--- config.mk ---
export PLATFORM = sky130hd
export DESIGN_NAME = rotary_encoder_menu_controller
export DESIGN_NICKNAME = d
export VERILOG_FILES = /design/src/sv/rem_pkg.sv /design/src/sv/rem_quad.sv /design/src/sv/rem_menu.sv /design/src/sv/rotary_encoder_menu_controller.sv
export SDC_FILE = /design/constraint.sdc
export NUM_CORES = 1
export LEC_CHECK = 0
export CORE_ASPECT_RATIO = 2
export CORE_MARGIN = 4
export CORE_UTILIZATION = 50
export CTS_BUF_LIST = sky130_fd_sc_hd__clkbuf_8
export DETAILED_ROUTE_END_ITERATION = 8
export DONT_BUFFER_PORTS = 1
export GPL_TIMING_DRIVEN = 0
export PLACE_DENSITY = 0.65
export SLEW_MARGIN = 20
export SYNTH_ARGS = -nofsm -noshare
export SYNTH_HDL_FRONTEND = slang
export SYNTH_SLANG_ARGS = --single-unit
--- constraint.sdc ---
create_clock -name clock -period 13.5 [get_ports clock]
set_input_delay 4.05 -clock clock [delete_from_list [all_inputs] [get_ports clock]]
set_output_delay 4.05 -clock clock [all_outputs]
set_load 0.01 [all_outputs]
--- src/sv/rem_pkg.sv ---
package rem_pkg;

   localparam int PAGE_COUNT = 7;
   localparam int INDEX_MAX  = 15;
   localparam int PAGE_W     = 3;
   localparam int IDX_W      = $clog2(INDEX_MAX + 1);
   localparam int TIME_W     = 32;

   localparam logic [PAGE_W-1:0] PAGE_LAST    = PAGE_W'(PAGE_COUNT - 1);
   localparam logic [IDX_W-1:0]  INDEX_LAST   = IDX_W'(INDEX_MAX);

   // page codes
   localparam logic [PAGE_W-1:0] PG_STATUS    = 3'd0;
   localparam logic [PAGE_W-1:0] PG_IDENTITY  = 3'd1;
   localparam logic [PAGE_W-1:0] PG_MODE      = 3'd2;
   localparam logic [PAGE_W-1:0] PG_EXCITE    = 3'd3;
   localparam logic [PAGE_W-1:0] PG_STREAM    = 3'd4;
   localparam logic [PAGE_W-1:0] PG_DUMP      = 3'd5;
   localparam logic [PAGE_W-1:0] PG_CALIBRATE = 3'd6;

   // register indexes on the csr port
   localparam int CSR_IDX_W = 3;
   localparam logic [CSR_IDX_W-1:0] CSR_SETTLE       = 3'd0;
   localparam logic [CSR_IDX_W-1:0] CSR_BTN_PERIOD   = 3'd1;
   localparam logic [CSR_IDX_W-1:0] CSR_QUIET_TURN   = 3'd2;
   localparam logic [CSR_IDX_W-1:0] CSR_QUIET_CHANGE = 3'd3;
   localparam logic [CSR_IDX_W-1:0] CSR_REDRAW       = 3'd4;

   // register reset values
   localparam logic [7:0] SETTLE_RST       = 8'd25;
   localparam logic [7:0] BTN_PERIOD_RST   = 8'd30;
   localparam logic [9:0] QUIET_TURN_RST   = 10'd200;
   localparam logic [9:0] QUIET_CHANGE_RST = 10'd50;
   localparam logic [7:0] REDRAW_RST       = 8'd40;

   // transition table entries that decode to a step of minus one,
   // indexed by {settled level, new level}; every other change is plus one
   localparam logic [15:0] QUAD_DOWN = 16'h4182;

   typedef struct packed {
      logic [7:0] level_hold_ms;
      logic [7:0] button_period_ms;
      logic [9:0] quiet_turn_ms;
      logic [9:0] quiet_change_ms;
      logic [7:0] redraw_ms;
   } cfg_type;

   typedef struct packed {
      logic              step;
      logic              up;
      logic [TIME_W-1:0] since_change;
      logic [TIME_W-1:0] since_turn;
   } quad_type;

   typedef struct packed {
      logic              redraw;
      logic              map_req;
      logic              dump_req;
      logic              fire_req;
      logic              verify_req;
      logic              streaming_on;
      logic              held_mode;
      logic              editing;
      logic [3:0]        edit_index;
      logic [PAGE_W-1:0] page;
   } result_type;

endpackage

--- src/sv/rem_quad.sv ---
module rem_quad (
   input  logic                           clock,
   input  logic                           reset,
   input  logic                           upd,
   input  logic [rem_pkg::TIME_W-1:0]     now_ms,
   input  logic                           enc_a,
   input  logic                           enc_b,
   input  logic [7:0]                     level_hold_ms,
   output rem_pkg::quad_type              quad
);

   logic [1:0]                   raw;
   logic                         level_valid_ff, level_valid_in;
   logic [1:0]                   last_level_ff, last_level_in;
   logic [1:0]                   settled_ff, settled_in;
   logic                         have_settled_ff, have_settled_in;
   logic [rem_pkg::TIME_W-1:0]   change_time_ff, change_time_in;
   logic [rem_pkg::TIME_W-1:0]   last_turn_ff, last_turn_in;
   logic                         chg;
   logic                         settled;

   function automatic logic QUAD_DOWN_BIT(input logic [1:0] from, input logic [1:0] to);
      logic [3:0] idx;
      idx = {from, to};
      return rem_pkg::QUAD_DOWN[idx];
   endfunction

   assign raw = {enc_a, enc_b};

   always_comb begin
      chg               = !level_valid_ff || (raw != last_level_ff);
      quad.since_change = chg ? '0 : now_ms - change_time_ff;
      settled           = quad.since_change >= {24'd0, level_hold_ms};
      quad.step         = settled && have_settled_ff && (raw != settled_ff);
      quad.up           = !QUAD_DOWN_BIT(settled_ff, raw);
      quad.since_turn   = quad.step ? '0 : now_ms - last_turn_ff;

      level_valid_in  = 1'b1;
      last_level_in   = raw;
      change_time_in  = chg ? now_ms : change_time_ff;
      have_settled_in = have_settled_ff || settled;
      settled_in      = settled ? raw : settled_ff;
      last_turn_in    = quad.step ? now_ms : last_turn_ff;
   end

   always_ff @(posedge clock) begin
      if (reset) begin
         level_valid_ff  <= 1'b0;
         settled_ff      <= 2'd0;
         have_settled_ff <= 1'b0;
         change_time_ff  <= '0;
         last_turn_ff    <= '0;
      end else if (upd) begin
         level_valid_ff  <= level_valid_in;
         settled_ff      <= settled_in;
         have_settled_ff <= have_settled_in;
         change_time_ff  <= change_time_in;
         last_turn_ff    <= last_turn_in;
      end
   end

   always_ff @(posedge clock) begin
      if (upd) begin
         last_level_ff <= last_level_in;
      end
   end

endmodule

--- src/sv/rem_menu.sv ---
module rem_menu (
   input  logic                           clock,
   input  logic                           reset,
   input  logic                           upd,
   input  logic [rem_pkg::TIME_W-1:0]     now_ms,
   input  logic                           enc_switch,
   input  logic                           confirm_btn,
   input  logic                           return_btn,
   input  rem_pkg::quad_type              quad,
   input  rem_pkg::cfg_type               cfg,
   output rem_pkg::result_type            result
);

   logic [rem_pkg::PAGE_W-1:0]   page_ff, page_in, page_turn;
   logic [rem_pkg::IDX_W-1:0]    index_ff, index_in;
   logic                         edit_ff, edit_in, edit_turn;
   logic                         held_ff, held_in;
   logic                         stream_ff, stream_in;
   logic [rem_pkg::TIME_W-1:0]   last_button_ff, last_button_in;
   logic [rem_pkg::TIME_W-1:0]   last_draw_ff, last_draw_in;
   logic [2:0]                   prev_btn_ff, prev_btn_in;
   logic                         due, quiet, act, ret, draw_clr, redraw;
   logic                         vreq, freq, dreq, mreq;
   logic [rem_pkg::TIME_W-1:0]   draw_base;
   logic [7:0]                   index_wide;

   always_comb begin
      // turn step: edit index while editing on the excite page, else move the page
      page_turn = page_ff;
      edit_turn = edit_ff;
      index_in  = index_ff;
      if (quad.step) begin
         if (edit_ff && page_ff == rem_pkg::PG_EXCITE) begin
            if (quad.up) begin
               index_in = (index_ff >= rem_pkg::INDEX_LAST) ? '0 : index_ff + 1'b1;
            end else begin
               index_in = (index_ff == '0 || index_ff > rem_pkg::INDEX_LAST) ?
                          rem_pkg::INDEX_LAST : index_ff - 1'b1;
            end
         end else begin
            edit_turn = 1'b0;
            if (quad.up) begin
               page_turn = (page_ff >= rem_pkg::PAGE_LAST) ? '0 : page_ff + 1'b1;
            end else begin
               page_turn = (page_ff == '0) ? rem_pkg::PAGE_LAST : page_ff - 1'b1;
            end
         end
      end

      // button sampling window, prev_btn is {switch, return, confirm}
      due   = (now_ms - last_button_ff) > {24'd0, cfg.button_period_ms};
      quiet = (quad.since_turn > {22'd0, cfg.quiet_turn_ms}) &&
              (quad.since_change > {22'd0, cfg.quiet_change_ms});
      act   = due && quiet && ((!confirm_btn && prev_btn_ff[0]) ||
                               (!enc_switch && prev_btn_ff[2]));
      ret   = due && !return_btn && prev_btn_ff[1];

      last_button_in = due ? now_ms : last_button_ff;
      prev_btn_in    = due ? {enc_switch, return_btn, confirm_btn} : prev_btn_ff;

      page_in   = page_turn;
      edit_in   = edit_turn;
      held_in   = held_ff;
      stream_in = stream_ff;
      vreq      = 1'b0;
      freq      = 1'b0;
      dreq      = 1'b0;
      mreq      = 1'b0;
      if (act) begin
         unique case (page_turn)
            rem_pkg::PG_IDENTITY:  vreq = 1'b1;
            rem_pkg::PG_MODE:      held_in = !held_ff;
            rem_pkg::PG_EXCITE: begin
               edit_in = !edit_turn;
               freq    = edit_turn;
            end
            rem_pkg::PG_STREAM:    stream_in = !stream_ff;
            rem_pkg::PG_DUMP:      dreq = 1'b1;
            rem_pkg::PG_CALIBRATE: mreq = 1'b1;
            default: ;
         endcase
      end
      if (ret) begin
         edit_in = 1'b0;
         page_in = rem_pkg::PG_STATUS;
      end

      // any step or button action forces a redraw base of zero
      draw_clr     = quad.step || act || ret;
      draw_base    = draw_clr ? '0 : last_draw_ff;
      redraw       = (now_ms - draw_base) > {24'd0, cfg.redraw_ms};
      last_draw_in = redraw ? now_ms : draw_base;

      index_wide          = 8'(index_in);
      result.page         = page_in;
      result.edit_index   = index_wide[3:0];
      result.editing      = edit_in;
      result.held_mode    = held_in;
      result.streaming_on = stream_in;
      result.verify_req   = vreq;
      result.fire_req     = freq;
      result.dump_req     = dreq;
      result.map_req      = mreq;
      result.redraw       = redraw;
   end

   always_ff @(posedge clock) begin
      if (reset) begin
         page_ff        <= rem_pkg::PG_STATUS;
         index_ff       <= '0;
         edit_ff        <= 1'b0;
         held_ff        <= 1'b0;
         stream_ff      <= 1'b1;
         last_button_ff <= '0;
         last_draw_ff   <= '0;
         prev_btn_ff    <= 3'b111;
      end else if (upd) begin
         page_ff        <= page_in;
         index_ff       <= index_in;
         edit_ff        <= edit_in;
         held_ff        <= held_in;
         stream_ff      <= stream_in;
         last_button_ff <= last_button_in;
         last_draw_ff   <= last_draw_in;
         prev_btn_ff    <= prev_btn_in;
      end
   end

endmodule

--- src/sv/rotary_encoder_menu_controller.sv ---
// rotary encoder menu controller: takes one timestamped pin sample per req beat
// and returns one rsp beat with the menu state after that sample. a sample is
// latched into an input register, all decoding (encoder settle, quadrature step,
// button sampling, page action, redraw timer) runs in one pass of logic, and the
// result lands in an output register; the menu state updates in the same cycle.
// rate is one sample per clock while the output register keeps draining; the
// rsp beat follows req accept through the input register, the single pass of
// logic and the output register, which a rsp_tready stall can hold. the input
// register takes a new beat while a finished result still waits on rsp_tready.
// csr writes are always ready and should only be issued while no samples are
// in flight.
module rotary_encoder_menu_controller (
   input  logic        clock,
   input  logic        reset,
   // sample stream
   input  logic        req_tvalid,
   output logic        req_tready,
   // [31:0] now_ms, [32] enc_a, [33] enc_b, [34] enc_switch,
   // [35] confirm_btn, [36] return_btn, [39:37] zero
   input  logic [39:0] req_tdata,
   // result stream
   output logic        rsp_tvalid,
   input  logic        rsp_tready,
   // [2:0] page, [6:3] edit_index, [7] editing, [8] held_mode,
   // [9] streaming_on, [10] verify_req, [11] fire_req, [12] dump_req,
   // [13] map_req, [14] redraw, [15] zero
   output logic [15:0] rsp_tdata,
   // register writes
   input  logic        csr_valid,
   output logic        csr_ready,
   input  logic [2:0]  csr_index,
   input  logic [9:0]  csr_wdata
);

   // input register
   logic                in_vld_ff;
   logic [36:0]         in_data_ff;
   // output register
   logic                out_vld_ff;
   rem_pkg::result_type out_data_ff;
   // config registers
   rem_pkg::cfg_type    cfg_ff;

   logic                fire;
   rem_pkg::quad_type   quad;
   rem_pkg::result_type result;

   // a sample is processed when the output register is free or draining
   assign fire       = in_vld_ff && (!out_vld_ff || rsp_tready);
   assign req_tready = !in_vld_ff || fire;
   assign csr_ready  = 1'b1;
   assign rsp_tvalid = out_vld_ff;
   assign rsp_tdata  = {1'b0, out_data_ff};

   always_ff @(posedge clock) begin
      if (reset) begin
         in_vld_ff  <= 1'b0;
         out_vld_ff <= 1'b0;
      end else begin
         if (req_tready) begin
            in_vld_ff <= req_tvalid;
         end
         if (fire) begin
            out_vld_ff <= 1'b1;
         end else if (rsp_tready) begin
            out_vld_ff <= 1'b0;
         end
      end
   end

   // payload registers, no reset needed
   always_ff @(posedge clock) begin
      if (req_tvalid && req_tready) begin
         in_data_ff <= req_tdata[36:0];
      end
      if (fire) begin
         out_data_ff <= result;
      end
   end

   // config writes, unknown indexes are dropped
   always_ff @(posedge clock) begin
      if (reset) begin
         cfg_ff.level_hold_ms    <= rem_pkg::SETTLE_RST;
         cfg_ff.button_period_ms <= rem_pkg::BTN_PERIOD_RST;
         cfg_ff.quiet_turn_ms    <= rem_pkg::QUIET_TURN_RST;
         cfg_ff.quiet_change_ms  <= rem_pkg::QUIET_CHANGE_RST;
         cfg_ff.redraw_ms        <= rem_pkg::REDRAW_RST;
      end else if (csr_valid) begin
         unique case (csr_index)
            rem_pkg::CSR_SETTLE:       cfg_ff.level_hold_ms    <= csr_wdata[7:0];
            rem_pkg::CSR_BTN_PERIOD:   cfg_ff.button_period_ms <= csr_wdata[7:0];
            rem_pkg::CSR_QUIET_TURN:   cfg_ff.quiet_turn_ms    <= csr_wdata;
            rem_pkg::CSR_QUIET_CHANGE: cfg_ff.quiet_change_ms  <= csr_wdata;
            rem_pkg::CSR_REDRAW:       cfg_ff.redraw_ms        <= csr_wdata[7:0];
            default: ;
         endcase
      end
   end

   // encoder settle and step decode
   rem_quad u_quad (
      .clock         (clock),
      .reset         (reset),
      .upd           (fire),
      .now_ms        (in_data_ff[31:0]),
      .enc_a         (in_data_ff[32]),
      .enc_b         (in_data_ff[33]),
      .level_hold_ms (cfg_ff.level_hold_ms),
      .quad          (quad)
   );

   // buttons, page state and redraw timer
   rem_menu u_menu (
      .clock       (clock),
      .reset       (reset),
      .upd         (fire),
      .now_ms      (in_data_ff[31:0]),
      .enc_switch  (in_data_ff[34]),
      .confirm_btn (in_data_ff[35]),
      .return_btn  (in_data_ff[36]),
      .quad        (quad),
      .cfg         (cfg_ff),
      .result      (result)
   );

endmodule

==> results.toml <==
[run_status]
status = "finished, final reports clean"

[final_layout]
nNetsFinal = 2628
syn_to_final_growth_pct = 7.59
n_fill_cell = 3527
multiInputGateArea_um2 = 12000
drive_gt1_frac = 0.0483
regArea_um2 = 5450
utilization = 0.545

[global_route]
grt_pass1_wl_mm = 94.4
antenna_found_initial = 3
grt_usage = 0.302
overflow = 0
grt_pass1_vias = 17500
grt_max_degree = 27

[routing]
wirelength_mm = 62.0
drtIter0Drc = 929
drc = 0
final_antenna_net_count = 0
first_pass_iters = 7
vias_per_cell = 6.07
vias = 17500
avgRoutedWirePerCell_um = 21.6

[logic_synthesis]
async_flop_share = 0
synthMuxAreaShare = 0.0504
yosysTopAreaCell = "dfxtp_1"
synth_cell_types = 78
synth.most_common_cell = "nand2_1"
synth_common_cells = "326 x nand2_1, 212 x a21oi_1, 197 x nor2_1, 191 x dfxtp_1, 183 x inv_1"
yosys.area_share.adder = 0.123
synth_edf_count = 54
yosysWarningCount = 0
seq_area_frac_synth = 0.294
syn_inst = 2343
synth_nets = 2581
ys_seq_elements = 245
syn_area_um2 = 18500
synthTopCellsByArea = "dfxtp_1 21%, ha_1 12%, edfxtp_1 8.8%, nand2_1 6.6%, a21oi_1 5.7%"
avgSynthCellArea_um2 = 7.91
synth.top_cell.area_share = 0.206
synthFlopType = "dfxtp_1"
synth_xor_area_frac = 0.0378
synth_top_family_by_area = "simple AND/OR/NAND/NOR gates"
synth_compound_area_frac = 0.214
synth-simple-area-share = 0.221

[pwr]
finalPower_mw = 2.04
power_density_nw_per_um2 = 102
intPower_mw = 1.33
pwr-share-seq = 0.405
p_clk_frac = 0.319
switching_share = 0.350
p_sw_mw = 0.715
cellLeakagePower_nw = 8.05
pwr-share-comb = 0.276
ir_drop_uv = 75.7

[worst_setup_path]
r2r_start = "in_data_ff[0]$_DFFE_PP_"
rr_endpoint = "u_menu.last_draw_ff[30]$_SDFFE_PP0P_"
reg2reg_depth = 49
critPathKind = "register to register"
max_stage_delay_ps = 570
required_ps = 13970
start_kind = "register"
worstSetupEndpointType = "register"
crit_fanout = 10
arrival_ps = 13120
crit_slowest_cell = "a211oi_4"
ff2ff_setup_slack_ps = 850
cpMostUsedCell = "nor2_1"

[timing]
finClkSkew_ps = 32.5
rsz0062_at_grt = "no"
hold_viol_final = 0
slew_headroom = 0.280
fin_crit_ps = 12650
report.final.slew_viol_count = 0
finalSetupTns_ps = 0
period_share = 0.937
worst_pin_slew_ps = 1080
finalSetupViolCount = 0
finalWorstSetupSlack_ps = 852
max_freq_mhz = 79.1

[min_path]
hold_path_depth = 2
hp-start = "u_quad.change_time_ff[24]$_SDFFE_PP0P_"
hold_path.class = "register to register"
hold_end = "u_quad.change_time_ff[24]$_SDFFE_PP0P_"

[placement]
gp_congestion = 0.979
port_buffers = 0
pre_cts_slack_ps = 444
dp.final_hpwl_mm = 48.9

[clock_network]
numCtsBuffers = 40
tritoncts = "done"
cts.sinks = 245
htreeDepth = 2
cts_hold_buf = 0
worstSkewPairLatency_ps = 590
clockBufferDepth = 3
path_clk_slew_ps = 70
cts-root-buf = "clkbuf_8"

[die]
core-area_um2 = 36500
io_pins = 77
die-area_um2 = 40400
die_w_um = 144
die_h_um = 280
num_rows = 99
initial_utilization = 0.507

[run]
max_cap_viol_count = 0
flip-flops by register name, summed over array words and instances (netlist names), 2 cells and up:
signal	cells
u_menu.prev_btn_ff	3
rsp_tdata	15
cfg_ff	44
u_menu.index_ff	4
u_quad.change_time_ff	32
in_data_ff	37
u_menu.last_button_ff	32
u_menu.last_draw_ff	32
u_quad.last_turn_ff	32
u_quad.settled_ff	2
u_menu.page_ff	3
u_quad.last_level_ff	2
per-stage QoR:
stage / cell area [µm²] / hold slack, ps / std cells
floorplan: 18500 / 422 / 2343
global placement: 19100 / 434 / 2797
detailed placement: 19100 / 443 / 2799
CTS: 19900 / 455 / 2871
global route: 19900 / 468 / 2877
finish: 19900 / 455 / 2877
cell families (layout without fill, tap and decap cells):
kind of cell,after synthesis,count (layout)
adders and majority gates,180,180
other,2,5
muxes,92,92
and+or+nand+nor,859,859
AOI/OAI and AO/OA,604,604
xor gates and xnor gates,80,80
DFF,245,245
buffers and inverters,281,358
power by group through the flow:
stage / Clock, mW / Combinational, mW / Sequential (mW)
2_1_floorplan: 0 / 0.411 / 0.820
3_3_place_gp: 0 / 0.541 / 0.841
3_5_place_dp: 0 / 0.552 / 0.841
4_1_cts: 0.667 / 0.555 / 0.826
5_1_grt: 0.692 / 0.623 / 0.829
6_report: 0.650 / 0.564 / 0.826
worst max path at each step:
stage / from / to / slack [ps] / cells after the start
CTS: in_data_ff[1]$_DFFE_PP_ / u_menu.last_draw_ff[16]$_SDFFE_PP0P_ / 370 / 44
global route: in_data_ff[0]$_DFFE_PP_ / u_menu.last_draw_ff[30]$_SDFFE_PP0P_ / 90 / 49
detailed placement: in_data_ff[1]$_DFFE_PP_ / u_menu.last_draw_ff[16]$_SDFFE_PP0P_ / 440 / 44
global placement: in_data_ff[1]$_DFFE_PP_ / u_menu.last_draw_ff[16]$_SDFFE_PP0P_ / -50 / 47
floorplan: in_data_ff[1]$_DFFE_PP_ / u_menu.last_draw_ff[10]$_SDFFE_PP0P_ / 3710 / 47
finish: in_data_ff[0]$_DFFE_PP_ / u_menu.last_draw_ff[30]$_SDFFE_PP0P_ / 850 / 49
worst max-delay path: cells and delay by family, from the launching register on:
kind	cells	cell delay, ps
buffers and inverters	5	1770
AO/OA/AOI/OAI	19	4270
XOR/XNOR	2	400
AND/OR/NAND/NOR	17	3630
adder cells (fa/ha/maj)	6	1960
flip-flops	1	490
cells in the final DEF, fill, tap and decap left out, types with 12 or more instances in the layout:
| cell | Yosys | layout |
|---|---|---|
| nand2_1 | 326 | 326 |
| a21oi_1 | 212 | 212 |
| nor2_1 | 197 | 197 |
| inv_1 | 183 | 196 |
| dfxtp_1 | 191 | 191 |
| ha_1 | 176 | 176 |
| o21ai_0 | 92 | 92 |
| mux2i_1 | 82 | 82 |
| clkbuf_1 | 75 | 72 |
| nor2b_1 | 64 | 64 |
| edfxtp_1 | 54 | 54 |
| xnor2_1 | 45 | 45 |
| nand3_1 | 43 | 43 |
| clkbuf_8 | 0 | 42 |
| a21o_1 | 37 | 37 |
| nand4_1 | 36 | 36 |
| xor2_1 | 35 | 35 |
| a221o_1 | 35 | 35 |
| nor3_1 | 34 | 34 |
| nand2b_1 | 30 | 30 |
| o21a_1 | 28 | 28 |
| o211ai_1 | 24 | 24 |
| buf_2 | 19 | 19 |
| nand3b_1 | 18 | 18 |
| o31ai_1 | 15 | 15 |
| a211oi_1 | 15 | 15 |
| nor3b_1 | 15 | 15 |
| o22ai_1 | 14 | 14 |
| a31oi_1 | 14 | 14 |
| nor4_1 | 12 | 12 |
| o2111ai_1 | 12 | 12 |
| and2_1 | 13 | 12 |
cell type report:
cell class,count,share of cell area
tap,454,0.0285
timing repair buffer,5,0.00264
buffer,98,0.0202
clock inverter,30,0.00936
inverter,183,0.0345
clock buffer,42,0.0290
multi-input combinational,1817,0.602
sequential,245,0.273
antenna,3,0.000377
routing by layer:
layer | track usage | vias to the layer above | wire [µm]
li1 | - | 8481 | -
met1 | 0.291 | 8212 | 21600
met2 | 0.558 | 536 | 32000
met3 | 0.0338 | 245 | 2580
met4 | 0.244 | 0 | 5940
met5 | 0 | - | 0
repair_timing:
| item | in CTS | in global routing |
|---|---|---|
| endpoints found under the setup margin | 0 | 30 |
| resized for setup | 0 | 5 |
| setup buffers | 0 | 3 |
No activity file was read; power rests on OpenSTA's default activity.
